$ cat config.mk
export PLATFORM = sky130hd
export DESIGN_NAME = tilt_to_dpad_button_events_top
export DESIGN_NICKNAME = d
export VERILOG_FILES = /design/src/rtl/tdbe_pkg.sv /design/src/rtl/tdbe_cfg.sv /design/src/rtl/tdbe_axis.sv /design/src/rtl/tdbe_evq.sv /design/src/rtl/tilt_to_dpad_button_events_top.sv
export SDC_FILE = /design/constraint.sdc
export NUM_CORES = 1
export LEC_CHECK = 0
export BUFFER_PORTS_ARGS = -buffer_cell sky130_fd_sc_hd__buf_4
export CELL_PAD_IN_SITES_DETAIL_PLACEMENT = 1
export CELL_PAD_IN_SITES_GLOBAL_PLACEMENT = 2
export CORE_AREA = 2 2 236 238
export DETAILED_ROUTE_END_ITERATION = 6
export DIE_AREA = 0 0 238 240
export PLACE_DENSITY_LB_ADDON = 0.08
export SLEW_MARGIN = 5
export SYNTH_ARGS = -nofsm -noshare
export SYNTH_HDL_FRONTEND = slang
export SYNTH_SLANG_ARGS = --single-unit
$ cat constraint.sdc
create_clock -name clk -period 14.1 [get_ports clk]
set_input_delay 2.82 -clock clk [delete_from_list [all_inputs] [get_ports clk]]
set_output_delay 2.82 -clock clk [all_outputs]
set_load 0.005 [all_outputs]
$ cat src/rtl/tdbe_pkg.sv
// Shared types and constants for the tilt to d-pad button event block.
// No dependencies; every other file in rtl/ depends on this package.
package tdbe_pkg;

	// Event codes carried on the result channel
	typedef enum logic [2:0] {
		EV_PRESS   = 3'd0,
		EV_SHORT   = 3'd1,
		EV_LONG    = 3'd2,
		EV_REPEAT  = 3'd3,
		EV_RELEASE = 3'd4
	} ev_kind_t;

	// Button phase; the top bit set means long or repeat
	typedef enum logic [1:0] {
		PH_REL  = 2'd0,
		PH_PRS  = 2'd1,
		PH_LONG = 2'd2,
		PH_RPT  = 2'd3
	} ph_t;

	// Button codes
	localparam logic [1:0] BTN_UP    = 2'd0;
	localparam logic [1:0] BTN_DOWN  = 2'd1;
	localparam logic [1:0] BTN_LEFT  = 2'd2;
	localparam logic [1:0] BTN_RIGHT = 2'd3;

	// Configuration register indexes
	localparam int CFG_IDX_W = 3;
	localparam logic [CFG_IDX_W-1:0] CFG_ROLL_UP    = 3'd0;
	localparam logic [CFG_IDX_W-1:0] CFG_ROLL_DOWN  = 3'd1;
	localparam logic [CFG_IDX_W-1:0] CFG_ROLL_BAND  = 3'd2;
	localparam logic [CFG_IDX_W-1:0] CFG_PITCH_LEFT = 3'd3;
	localparam logic [CFG_IDX_W-1:0] CFG_PITCH_RGT  = 3'd4;
	localparam logic [CFG_IDX_W-1:0] CFG_PITCH_BAND = 3'd5;
	localparam logic [CFG_IDX_W-1:0] CFG_LONG_MS    = 3'd6;
	localparam logic [CFG_IDX_W-1:0] CFG_REPEAT_MS  = 3'd7;

	// Hold timer settings are fixed at 16 bits
	localparam int HOLD_W = 16;

	// Event slots: four per axis, or two per button on release all
	localparam int NSLOT = 8;

	typedef struct packed {
		logic     vld;
		ev_kind_t kind;
		logic [1:0] btn;
	} ev_t;

	// Result channel data byte holds the button code
	localparam int OUT_DATA_W = 8;

endpackage

$ cat src/rtl/tdbe_cfg.sv
// Configuration register bank for the tilt to d-pad block.
// Depends on tdbe_pkg for register indexes.
module tdbe_cfg #(
	parameter int ANGLE_BITS = 13,
	parameter int CFG_W      = 16
) (
	input  logic                             clk,
	input  logic                             arst_n,
	input  logic                             cfg_we,
	input  logic [tdbe_pkg::CFG_IDX_W-1:0]   cfg_idx,
	input  logic [CFG_W-1:0]                 cfg_wdata,
	output logic signed [ANGLE_BITS-1:0]     roll_up_q,
	output logic signed [ANGLE_BITS-1:0]     roll_dn_q,
	output logic [ANGLE_BITS-2:0]            roll_band_q,
	output logic signed [ANGLE_BITS-1:0]     pitch_lf_q,
	output logic signed [ANGLE_BITS-1:0]     pitch_rt_q,
	output logic [ANGLE_BITS-2:0]            pitch_band_q,
	output logic [tdbe_pkg::HOLD_W-1:0]      long_ms_q,
	output logic [tdbe_pkg::HOLD_W-1:0]      rep_ms_q
);
	import tdbe_pkg::*;

	// Register writes, decoded by index; unknown indexes are dropped
	always_ff @(posedge clk or negedge arst_n) begin
		if (!arst_n) begin
			roll_up_q    <= ANGLE_BITS'(128);
			roll_dn_q    <= ANGLE_BITS'(-128);
			roll_band_q  <= (ANGLE_BITS-1)'(48);
			pitch_lf_q   <= ANGLE_BITS'(320);
			pitch_rt_q   <= ANGLE_BITS'(-320);
			pitch_band_q <= (ANGLE_BITS-1)'(80);
			long_ms_q    <= HOLD_W'(300);
			rep_ms_q     <= HOLD_W'(150);
		end else if (cfg_we) begin
			unique case (cfg_idx)
				CFG_ROLL_UP:    roll_up_q    <= cfg_wdata[ANGLE_BITS-1:0];
				CFG_ROLL_DOWN:  roll_dn_q    <= cfg_wdata[ANGLE_BITS-1:0];
				CFG_ROLL_BAND:  roll_band_q  <= cfg_wdata[ANGLE_BITS-2:0];
				CFG_PITCH_LEFT: pitch_lf_q   <= cfg_wdata[ANGLE_BITS-1:0];
				CFG_PITCH_RGT:  pitch_rt_q   <= cfg_wdata[ANGLE_BITS-1:0];
				CFG_PITCH_BAND: pitch_band_q <= cfg_wdata[ANGLE_BITS-2:0];
				CFG_LONG_MS:    long_ms_q    <= cfg_wdata[HOLD_W-1:0];
				CFG_REPEAT_MS:  rep_ms_q     <= cfg_wdata[HOLD_W-1:0];
				default: ;
			endcase
		end
	end

endmodule

$ cat src/rtl/tdbe_axis.sv
// One tilt axis: threshold, hysteresis and hold timing for a button pair.
// Depends on tdbe_pkg for event and phase types.
module tdbe_axis #(
	parameter int ANGLE_BITS = 13,
	parameter int TIME_BITS  = 32
) (
	input  logic                          en,
	input  logic [1:0]                    btn_hi,
	input  logic signed [ANGLE_BITS-1:0]  angle,
	input  logic signed [ANGLE_BITS-1:0]  thr_hi,
	input  logic signed [ANGLE_BITS-1:0]  thr_lo,
	input  logic [ANGLE_BITS-2:0]         band,
	input  logic [tdbe_pkg::HOLD_W-1:0]   long_ms,
	input  logic [tdbe_pkg::HOLD_W-1:0]   rep_ms,
	input  logic [TIME_BITS-1:0]          now,
	input  tdbe_pkg::ph_t                 ph_hi,
	input  tdbe_pkg::ph_t                 ph_lo,
	input  logic [TIME_BITS-1:0]          st_hi,
	input  logic [TIME_BITS-1:0]          st_lo,
	output tdbe_pkg::ev_t [3:0]           ev,
	output tdbe_pkg::ph_t                 ph_hi_nx,
	output tdbe_pkg::ph_t                 ph_lo_nx,
	output logic [TIME_BITS-1:0]          st_hi_nx,
	output logic [TIME_BITS-1:0]          st_lo_nx
);
	import tdbe_pkg::*;

	localparam int W = ANGLE_BITS + 2;

	logic signed [W-1:0] a_x, hi_x, lo_x, band_x, hi_m, lo_p;
	logic a_gt, a_lt, in_band, sel_lo;
	ph_t  ph_b, ph_o;
	logic [TIME_BITS-1:0] st_b, dur, long_x, rep_x;
	logic do_long, do_rep;
	logic [1:0] btn_b, btn_o, btn_lo;

	// Threshold and release band compares at a width that cannot overflow
	assign a_x     = W'(angle);
	assign hi_x    = W'(thr_hi);
	assign lo_x    = W'(thr_lo);
	assign band_x  = $signed(W'(band));
	assign hi_m    = hi_x - band_x;
	assign lo_p    = lo_x + band_x;
	assign a_gt    = a_x > hi_x;
	assign a_lt    = a_x < lo_x;
	assign in_band = (a_x < hi_m) && (a_x > lo_p);
	assign sel_lo  = !a_gt && a_lt;

	// Held button and its partner
	assign btn_lo = {btn_hi[1], 1'b1};
	assign btn_b  = {btn_hi[1], sel_lo};
	assign btn_o  = {btn_hi[1], !sel_lo};
	assign ph_b   = sel_lo ? ph_lo : ph_hi;
	assign ph_o   = sel_lo ? ph_hi : ph_lo;
	assign st_b   = sel_lo ? st_lo : st_hi;

	// Hold timing, durations modulo the timestamp width
	assign dur     = now - st_b;
	assign long_x  = TIME_BITS'(long_ms);
	assign rep_x   = TIME_BITS'(rep_ms);
	assign do_long = (long_ms != '0) && (ph_b == PH_PRS) && (dur >= long_x);
	assign do_rep  = !do_long && (rep_ms != '0) && ph_b[1] && (dur > rep_x);

	// Event slots in emission order and next phase of both buttons
	always_comb begin
		ev       = '0;
		ph_hi_nx = ph_hi;
		ph_lo_nx = ph_lo;
		st_hi_nx = st_hi;
		st_lo_nx = st_lo;
		if (en && (a_gt || a_lt)) begin
			if (ph_b != PH_REL) begin
				if (do_long || do_rep) begin
					ev[0] = '{vld: 1'b1, kind: ev_kind_t'(do_long ? EV_LONG : EV_REPEAT),
						btn: btn_b};
					if (sel_lo) begin
						ph_lo_nx = ph_t'(do_long ? PH_LONG : PH_RPT);
						st_lo_nx = now;
					end else begin
						ph_hi_nx = ph_t'(do_long ? PH_LONG : PH_RPT);
						st_hi_nx = now;
					end
				end
			end else begin
				// new press releases the partner first
				ev[0] = '{vld: (ph_o == PH_PRS), kind: EV_SHORT, btn: btn_o};
				ev[1] = '{vld: (ph_o != PH_REL), kind: EV_RELEASE, btn: btn_o};
				ev[2] = '{vld: 1'b1, kind: EV_PRESS, btn: btn_b};
				if (sel_lo) begin
					ph_lo_nx = PH_PRS;
					st_lo_nx = now;
					ph_hi_nx = PH_REL;
					st_hi_nx = '0;
				end else begin
					ph_hi_nx = PH_PRS;
					st_hi_nx = now;
					ph_lo_nx = PH_REL;
					st_lo_nx = '0;
				end
			end
		end else if (en && in_band) begin
			ev[0] = '{vld: (ph_hi == PH_PRS), kind: EV_SHORT, btn: btn_hi};
			ev[1] = '{vld: (ph_hi != PH_REL), kind: EV_RELEASE, btn: btn_hi};
			ev[2] = '{vld: (ph_lo == PH_PRS), kind: EV_SHORT, btn: btn_lo};
			ev[3] = '{vld: (ph_lo != PH_REL), kind: EV_RELEASE, btn: btn_lo};
			ph_hi_nx = PH_REL;
			ph_lo_nx = PH_REL;
			st_hi_nx = '0;
			st_lo_nx = '0;
		end
	end

endmodule

$ cat src/rtl/tdbe_evq.sv
// Result register: holds the event slots of one request and drains them in order.
// Depends on tdbe_pkg for the event slot type.
module tdbe_evq (
	input  logic                                clk,
	input  logic                                arst_n,
	input  logic                                load,
	input  tdbe_pkg::ev_t [tdbe_pkg::NSLOT-1:0] slots,
	input  logic                                m_tready,
	output logic                                m_tvalid,
	output logic [tdbe_pkg::OUT_DATA_W-1:0]     m_tdata,  // [1:0] button, rest zero
	output logic [2:0]                          m_tuser,  // [2:0] event_kind
	output logic                                m_tlast,
	output logic                                free
);
	import tdbe_pkg::*;

	ev_t [NSLOT-1:0] slot_q;
	logic [NSLOT-1:0] mask_q, mask_new, mask_rest;
	logic [$clog2(NSLOT)-1:0] sel;
	logic hs;

	// Lowest pending slot goes out first
	always_comb begin
		sel = '0;
		for (int i = NSLOT - 1; i >= 0; i--) begin
			if (mask_q[i]) sel = ($clog2(NSLOT))'(i);
		end
	end

	always_comb begin
		for (int i = 0; i < NSLOT; i++) mask_new[i] = slots[i].vld;
	end

	assign mask_rest = mask_q & (mask_q - NSLOT'(1));
	assign m_tvalid  = |mask_q;
	assign m_tlast   = (mask_rest == '0);
	assign m_tdata   = OUT_DATA_W'(slot_q[sel].btn);
	assign m_tuser   = slot_q[sel].kind;
	assign hs        = m_tvalid && m_tready;
	assign free      = !m_tvalid || (hs && m_tlast);

	// Pending mask
	always_ff @(posedge clk or negedge arst_n) begin
		if (!arst_n) begin
			mask_q <= '0;
		end else if (load) begin
			mask_q <= mask_new;
		end else if (hs) begin
			mask_q <= mask_rest;
		end
	end

	// Slot payload
	always_ff @(posedge clk) begin
		if (load) slot_q <= slots;
	end

endmodule

$ cat src/rtl/tilt_to_dpad_button_events_top.sv
// Top level of the tilt to d-pad button event block.
// Depends on tdbe_pkg, tdbe_cfg, tdbe_axis and tdbe_evq.
//
// Input channel s_*: one request per orientation sample or command.
//   s_tuser[0] func (1 = release all), s_tuser[1] sensor_present,
//   s_tdata roll_angle, pitch_angle, now_ms from the lowest bit up.
// Output channel m_*: one button event per transfer; m_tuser is the
//   event kind, m_tdata[1:0] the button, m_tlast marks the final event
//   of a request. Requests that cause no event produce no transfer.
// Config port: cfg_we, cfg_idx, cfg_wdata; write only while idle.
// A request is registered on acceptance and evaluated in one pass against
// the button state while it waits in the input register; its events (up to
// six) load into the result register once that register is free and drain
// one per cycle while m_tready is high. The next request is evaluated in
// the cycle its predecessor's last event is taken. When m_tready is low
// the events hold, the input register fills and s_tready drops.
// Reset clears all buttons to released, timers to zero and the
// configuration to its defaults.
module tilt_to_dpad_button_events_top #(
	parameter int ANGLE_BITS = 13,
	parameter int TIME_BITS  = 32,
	localparam int IN_W  = ((2 * ANGLE_BITS + TIME_BITS + 7) / 8) * 8,
	localparam int CFG_W = (ANGLE_BITS > 16) ? ANGLE_BITS : 16
) (
	input  logic                              clk,
	input  logic                              arst_n,
	input  logic                              s_tvalid,
	output logic                              s_tready,
	input  logic [IN_W-1:0]                   s_tdata,  // roll_angle, pitch_angle, now_ms
	input  logic [1:0]                        s_tuser,  // func, sensor_present
	output logic                              m_tvalid,
	input  logic                              m_tready,
	output logic [tdbe_pkg::OUT_DATA_W-1:0]   m_tdata,  // button, zero fill
	output logic [2:0]                        m_tuser,  // event_kind
	output logic                              m_tlast,
	input  logic                              cfg_we,
	input  logic [tdbe_pkg::CFG_IDX_W-1:0]    cfg_idx,
	input  logic [CFG_W-1:0]                  cfg_wdata
);
	import tdbe_pkg::*;

	logic signed [ANGLE_BITS-1:0] roll_up_q, roll_dn_q, pitch_lf_q, pitch_rt_q;
	logic [ANGLE_BITS-2:0] roll_band_q, pitch_band_q;
	logic [HOLD_W-1:0] long_ms_q, rep_ms_q;

	logic valid_s1, func_s1, pres_s1;
	logic signed [ANGLE_BITS-1:0] roll_s1, pitch_s1;
	logic [TIME_BITS-1:0] now_s1;

	ph_t ph_q [4];
	logic [TIME_BITS-1:0] st_q [4];
	ph_t ph_nx [4];
	logic [TIME_BITS-1:0] st_nx [4];

	ev_t [3:0] ev_roll, ev_pitch;
	ev_t [NSLOT-1:0] slots;
	logic axis_en, take, free;

	tdbe_cfg #(.ANGLE_BITS(ANGLE_BITS), .CFG_W(CFG_W)) u_cfg (
		.clk, .arst_n, .cfg_we, .cfg_idx, .cfg_wdata,
		.roll_up_q, .roll_dn_q, .roll_band_q,
		.pitch_lf_q, .pitch_rt_q, .pitch_band_q,
		.long_ms_q, .rep_ms_q
	);

	// Input register
	assign take     = valid_s1 && free;
	assign s_tready = !valid_s1 || take;

	always_ff @(posedge clk or negedge arst_n) begin
		if (!arst_n) begin
			valid_s1 <= 1'b0;
		end else if (s_tready) begin
			valid_s1 <= s_tvalid;
		end
	end

	always_ff @(posedge clk) begin
		if (s_tvalid && s_tready) begin
			func_s1  <= s_tuser[0];
			pres_s1  <= s_tuser[1];
			roll_s1  <= s_tdata[ANGLE_BITS-1:0];
			pitch_s1 <= s_tdata[2*ANGLE_BITS-1:ANGLE_BITS];
			now_s1   <= s_tdata[2*ANGLE_BITS+TIME_BITS-1:2*ANGLE_BITS];
		end
	end

	// Axis evaluation
	assign axis_en = pres_s1 && !func_s1;

	tdbe_axis #(.ANGLE_BITS(ANGLE_BITS), .TIME_BITS(TIME_BITS)) u_roll (
		.en(axis_en), .btn_hi(BTN_UP), .angle(roll_s1),
		.thr_hi(roll_up_q), .thr_lo(roll_dn_q), .band(roll_band_q),
		.long_ms(long_ms_q), .rep_ms(rep_ms_q), .now(now_s1),
		.ph_hi(ph_q[0]), .ph_lo(ph_q[1]), .st_hi(st_q[0]), .st_lo(st_q[1]),
		.ev(ev_roll),
		.ph_hi_nx(ph_nx[0]), .ph_lo_nx(ph_nx[1]),
		.st_hi_nx(st_nx[0]), .st_lo_nx(st_nx[1])
	);

	tdbe_axis #(.ANGLE_BITS(ANGLE_BITS), .TIME_BITS(TIME_BITS)) u_pitch (
		.en(axis_en), .btn_hi(BTN_LEFT), .angle(pitch_s1),
		.thr_hi(pitch_lf_q), .thr_lo(pitch_rt_q), .band(pitch_band_q),
		.long_ms(long_ms_q), .rep_ms(rep_ms_q), .now(now_s1),
		.ph_hi(ph_q[2]), .ph_lo(ph_q[3]), .st_hi(st_q[2]), .st_lo(st_q[3]),
		.ev(ev_pitch),
		.ph_hi_nx(ph_nx[2]), .ph_lo_nx(ph_nx[3]),
		.st_hi_nx(st_nx[2]), .st_lo_nx(st_nx[3])
	);

	// Event slots: release all uses short/release per button in order
	always_comb begin
		if (func_s1) begin
			for (int b = 0; b < 4; b++) begin
				slots[2*b]   = '{vld: (ph_q[b] == PH_PRS), kind: EV_SHORT, btn: 2'(b)};
				slots[2*b+1] = '{vld: (ph_q[b] != PH_REL), kind: EV_RELEASE, btn: 2'(b)};
			end
		end else begin
			slots = {ev_pitch, ev_roll};
		end
	end

	// Button state
	always_ff @(posedge clk or negedge arst_n) begin
		if (!arst_n) begin
			for (int b = 0; b < 4; b++) begin
				ph_q[b] <= PH_REL;
				st_q[b] <= '0;
			end
		end else if (take) begin
			for (int b = 0; b < 4; b++) begin
				ph_q[b] <= ph_t'(func_s1 ? PH_REL : ph_nx[b]);
				st_q[b] <= func_s1 ? '0 : st_nx[b];
			end
		end
	end

	tdbe_evq u_evq (
		.clk, .arst_n, .load(take), .slots, .m_tready,
		.m_tvalid, .m_tdata, .m_tuser, .m_tlast, .free
	);

endmodule

Word level (Yosys, flattened, before mapping)
Cells that the tools add are included.
{"block": "totals", "out_inout_bits": 14, "input_bits": 90, "word_cells": 247, "ff_bits": 361}
{"block": "classes", "add_sub_neg": 7, "n_lt_le_gt_ge": 13, "muxes": 87, "bitwise": 1, "n_reduce_logical": 68, "n_eq_ne": 21}
{"operator": "two-way mux 32 bit", "n": 28}
{"operator": "greater-or-equal comparator 32 x 16 -> 1 bit", "n": 2}
{"operator": "greater-than comparator 32 x 16 -> 1 bit", "n": 2}
{"operator": "subtractor 32 bit", "n": 2}
{"operator": "two-way mux 2 bit", "n": 26}
{"operator": "two-way mux 24 bit", "n": 2}
{"operator": "two-way mux 48 bit", "n": 1}
{"operator": "two-way mux 18 bit", "n": 2}
{"operator": "two-way mux 6 bit", "n": 6}
{"operator": "nonzero test 16 bit", "n": 2}
{"operator": "adder 13 x 13 -> 14 bit", "n": 2}
{"operator": "greater-than comparator 13 x 14 -> 1 bit", "n": 2}
{"operator": "less-than comparator 13 x 14 -> 1 bit", "n": 2}
{"operator": "subtractor 13 x 13 -> 14 bit", "n": 2}
{"operator": "greater-than comparator 13 bit", "n": 2}
{"operator": "less-than comparator 13 bit", "n": 2}
{"operator": "two-way mux 12 bit", "n": 2}
{"operator": "two-way mux 3 bit", "n": 8}
{"operator": "logical AND 1 bit", "n": 23}
{"operator": "binary-select mux 6 bit (select 3 bit)", "n": 1}
{"operator": "nonzero test 2 bit", "n": 9}
{"operator": "== test 2 x 1 -> 1 bit, second input constant", "n": 8}
{"operator": "two-way mux 8 bit", "n": 2}
{"operator": "!= test 4 bit, second input constant", "n": 4}
{"operator": "other kinds (18)", "n": 55}

Depth between registers and ports, before layout
{"block": "depth", "ltp_word": 17, "depth_mapped": 34, "ltp_nobuf": 30}

Modules after synthesis
From an unflattened synthesis, not the netlist that was laid out.
{"block": "hier_totals", "cells_unflattened": 3124, "hier_area_um2": 28726.3}
{"module": "tilt_to_dpad_button_events_top", "instances": 1, "area_per_inst_um2": 8471.9, "cells_per_inst": 738, "seq_area_each_um2": 5230.0}
{"module": "tdbe_axis (u_roll)", "instances": 1, "area_per_inst_um2": 7103.1, "cells_per_inst": 1028, "seq_area_each_um2": 0.0}
{"module": "tdbe_axis (u_pitch)", "instances": 1, "area_per_inst_um2": 6811.5, "cells_per_inst": 965, "seq_area_each_um2": 0.0}
{"module": "tdbe_cfg", "instances": 1, "area_per_inst_um2": 4191.5, "cells_per_inst": 236, "seq_area_each_um2": 2736.4}
{"module": "tdbe_evq", "instances": 1, "area_per_inst_um2": 2148.3, "cells_per_inst": 157, "seq_area_each_um2": 1401.3}

Worst setup path after synthesis
OpenSTA, ideal clock, no wires.
{"block": "synth_path", "path_kind": "register to register", "start": "reg u_cfg.roll_up_q[7]", "end": "reg ph_q[4] (netlist bit)", "arrival_time_ns": 6.963, "required_ns": 13.975, "synth_period_minus_slack_ns": 7.088, "path_buffers": 3, "stages_incl_launch_ff": 33, "path_slack_ns": 7.012, "cell_sequence": "dfstp_2 > inv_1 > ha_1 > and3_1 > a221oi_1 > nor2_1 > or4_1 > a21oi_4 > clkbuf_1 > clkbuf_1 > mux2i_1 > ha_1 > o211ai_1 > a21oi_1 > nor2b_1 > nor2b_1 > o21ai_0 > nand2b_1 > a21o_1 > a21oi_1 > xnor2_1 > ha_1 > a21o_1 > a21o_1 > a21oi_1 > o21ai_0 > a2111oi_0 > a41o_1 > o22ai_1 > a21o_1 > buf_6 > o21ai_4 > mux2_4"}
{"block": "synth_via", "elab_chain_cells": 14, "word_cells_on_any_way": 34, "classes_between": "2 x add/sub; 4 x order compare; 3 x eq/ne; 9 x mux; 16 x reduce/logical"}
{"item": "start: declaration", "line_no": "tdbe_cfg.sv:12", "text": "output logic signed [ANGLE_BITS-1:0] roll_up_q,"}
{"item": "start signal: assignment", "line_no": "tdbe_cfg.sv:36", "text": "CFG_ROLL_UP: roll_up_q <= cfg_wdata[ANGLE_BITS-1:0];"}
{"item": "greater-than comparator 13 bit", "line_no": "tdbe_axis.sv:44", "text": "assign a_gt = a_x > hi_x;"}
{"item": "zero test 1 bit", "line_no": "tdbe_axis.sv:47", "text": "assign sel_lo = !a_gt && a_lt;"}
{"item": "logical AND 1 bit", "line_no": "tdbe_axis.sv:47"}
{"item": "two-way mux 32 bit or two-way mux 2 bit (tied branches)", "line_no": "tdbe_axis.sv:55, tdbe_axis.sv:53"}
{"item": "subtractor 32 bit or == test 2 x 1 -> 1 bit (tied branches)", "line_no": "tdbe_axis.sv:58, tdbe_axis.sv:61"}
{"item": "greater-or-equal comparator 32 x 16 -> 1 bit or logical AND 1 bit (tied branches)", "line_no": "tdbe_axis.sv:61", "text": "assign do_long = (long_ms != '0) && (ph_b == PH_PRS) && (dur >= long_x);"}
{"item": "logical AND 1 bit", "line_no": "tdbe_axis.sv:61"}
{"item": "zero test 1 bit", "line_no": "tdbe_axis.sv:62", "text": "assign do_rep = !do_long && (rep_ms != '0) && ph_b[1] && (dur > rep_x);"}
{"item": "logical AND 1 bit (3 in a row)", "line_no": "tdbe_axis.sv:62"}
{"item": "logical OR 1 bit", "line_no": "tdbe_axis.sv:73", "text": "if (do_long || do_rep) begin"}
{"item": "!= test 4 bit (no line)"}
{"item": "AND reduction 4 bit (no line)"}
{"item": "end signal: indexed assignment", "line_no": "tilt_to_dpad_button_events_top.sv:132", "text": "ph_q[b] <= ph_t'(func_s1 ? PH_REL : ph_nx[b]);"}
{"item": "end: declaration", "line_no": "tilt_to_dpad_button_events_top.sv:50", "text": "ph_t ph_q [4];"}
Several ways; a longest one is shown, not always the timed one. The select of a mux whose other input is x is not followed.
A chain may end at the register's enable or synchronous reset.

Worst setup path in the final report
Ends and elaborated chain as after synthesis.

==> reports/metrics.cfg <==
[outcome]
outcome = completed

[global_route]
track_usage = 0.251
grt_overflow_total = 0
grt_pass1_wl_um = 112000
grt_max_degree = 114
grt_antenna_before_repair = 0
grt_pass1_vias = 19700

[detailed_routing]
drc = 0
vias = 18800
drtIter0Drc = 886
first_pass_iters = 7
wirelength_um = 71100
wire_per_inst_um = 21.5
ant_nets = 0
vias_per_cell = 5.68

[run]
drv_cap = 0

[timing]
layout_setup_ws_ns = 4.63
min_period_over_period = 0.672
maxSlewViolCount = 0
final.min_clock_period_ns = 9.47
hold_viol = 0
final.setup.tns_ns = 0
setup_viol = 0
fin_worst_skew_ns = 0.0185
fmax_mhz = 106
tightest_slew_ns = 1.05
slew_headroom = 0.301
grt_setup_unrepaired = false

[floorplan]
die-area_sq_um = 57100
start_util = 0.434
fp.coreArea_sq_um = 54700
floorplan.rows = 86
die_y_um = 240
ios = 104
die_x_um = 238

[layout]
layout-drive-gt1-share = 0.122
finalCoreUtilization = 0.483
nNetsFinal = 2948
antenna_cells = 0
area_delta_synth_final_pct = 11.2

[synthesis]
synth_top_cells_by_count = 278 x ha_1, 264 x nand2_1, 256 x inv_1
yosysWarnings = 0
synth_edf_count = 75
synthTopCellsByArea = dfrtp_1 24%, ha_1 15%, edfxtp_1 9.5%
synth_top_area_cell = dfrtp_1
ys.flop_type = dfrtp_1
synth_area_sq_um = 23700
synth_top_cell_area_share = 0.238
seq_area_frac_synth = 0.363
ys_seq_elements = 328
ys_types = 94
syn_avg_cell_area_sq_um = 9.47
synth.most_common_cell = ha_1
ys_async_sr_fraction = 0.771
synth_cells = 2507

[clocking]
cts_tree = done
numCtsBuffers = 42
hold_buffers = 0
cts.repair.resized = 0
cts-root-buf = clkbuf_16
clkSlewWorstSetupHoldPaths_ns = 0.06
clock_latency_ns = 0.58
post_cts_buffers = 0
htree_num_levels = 2
cts_sinks = 328
clockBufferDepth = 3

[setup_path]
path_class = flop to flop
startpoint_type = flop
cp_data_arrival_time_ns = 9.93
worstPathRequired_ns = 14.56
end_kind = flop
slowest_delay_ns = 0.80
critPathBufInv = 3
critPathTopFamily = compound AO/OA/AOI/OAI gates
path_common_cell = o21ai_0
slowest_stage = o21ai_4
crit_path_max_fanout = 26

[power]
p_leak_nw = 12.0
pwr_density_cell_nw_per_um2 = 244
vdd_drop_max_uv = 115
total_power_mw = 6.43

[place]
gp_congestion = 0.884
hpwlAfterDp_um = 53100
dp_slack_ns = 4.66
io_buffer_count = 91

[worst_hold_path]
min_path_type = flop to flop

## cells in the final DEF (no fill, tap or decap), drive strengths merged, types with 32 or more instances in the layout
cell,netlist,layout
a21oi,185,185
edfxtp,75,75
nand4,37,37
o21a,32,32
inv,257,257
nand2b,32,32
a22o,32,32
mux2i,143,143
nand2,264,264
buf,40,109
a21o,56,56
clkbuf,51,63
nor2,132,132
xnor2,56,56
nor3,34,34
dfrtp,226,226
o21ai,147,147
mux2,64,64
ha,278,278
## path summary, 6_finish.rpt
check | cells after the start | endpoint | start | slack [ns]
setup / recovery | 29 | ph_q[4]$_DFFE_PN0P_ | u_cfg.roll_up_q[7]$_DFFE_PN1P_ | 4.63
hold / removal | 1 | st_q[112]$_DFFE_PN0P_ | st_q[112]$_DFFE_PN0P_ | 0.50
setup reg to reg | 29 | ph_q[4]$_DFFE_PN0P_ | u_cfg.roll_up_q[7]$_DFFE_PN1P_ | 4.63
hold reg to reg | 1 | st_q[112]$_DFFE_PN0P_ | st_q[112]$_DFFE_PN0P_ | 0.50
max in group asynchronous | 2 | st_q[15]$_DFFE_PN0P_ | arst_n | 10.10
min in group asynchronous | 1 | u_cfg.pitch_lf_q[5]$_DFFE_PN0P_ | arst_n | 2.32
## through the flow
| step | area [sq um] | hold slack [ns] | instances |
|---|---|---|---|
| global placement | 24900 | 0.486 | 3234 |
| detailed placement | 24900 | 0.490 | 3234 |
| finish | 26400 | 0.503 | 3312 |
| CTS | 26400 | 0.507 | 3312 |
| global route | 26400 | 0.514 | 3312 |
| floorplan | 23700 | 0.469 | 2512 |
## flip-flops by register name (all words and copies together), names as in the netlist, 15 cells and up
register	flops
u_cfg.rep_ms_q	16
now_s1	32
st_q	128
u_evq.slot_q	15
u_cfg.long_ms_q	16
## routing by layer
metal / track usage / vias to the layer above / part of all wire
li1: - / 9060 / -
met1: 0.358 / 9427 / 0.50
met2: 0.406 / 256 / 0.45
met3: 0.0316 / 83 / 0.033
met4: 0.0606 / 0 / 0.019
met5: 0 / - / 0
## logic make-up after synthesis
kind of cell    after synthesis  synth area share
flops                       328             0.363
other cells                   1          0.000158
simple gates                638             0.126
fa+ha+maj                   285             0.152
mux                         209            0.0927
buf+inv                     348            0.0648
xor+xnor                     79            0.0292
compound gates              619             0.172
## power breakdown
part | switching (mW) | internal, mW | total, mW | leakage [nW]
sequential | 0.234 | 1.28 | 1.52 | 3.97
clock | 0.433 | 0.696 | 1.13 | 0.709
combinational | 2.27 | 1.51 | 3.78 | 7.28
total | 2.94 | 3.49 | 6.43 | 12.0
## cell type report
class	instances	area, sq um
Tap cell	704	881
Clock buffer	63	1270
Clock inverter	15	173
Sequential cell	328	8620
Timing Repair Buffer	109	826
Multi-Input combinational cell	1836	13700
Fill cell	6268	28300
Inverter	257	965
Note: power is estimated with default switching activity, not from simulation.
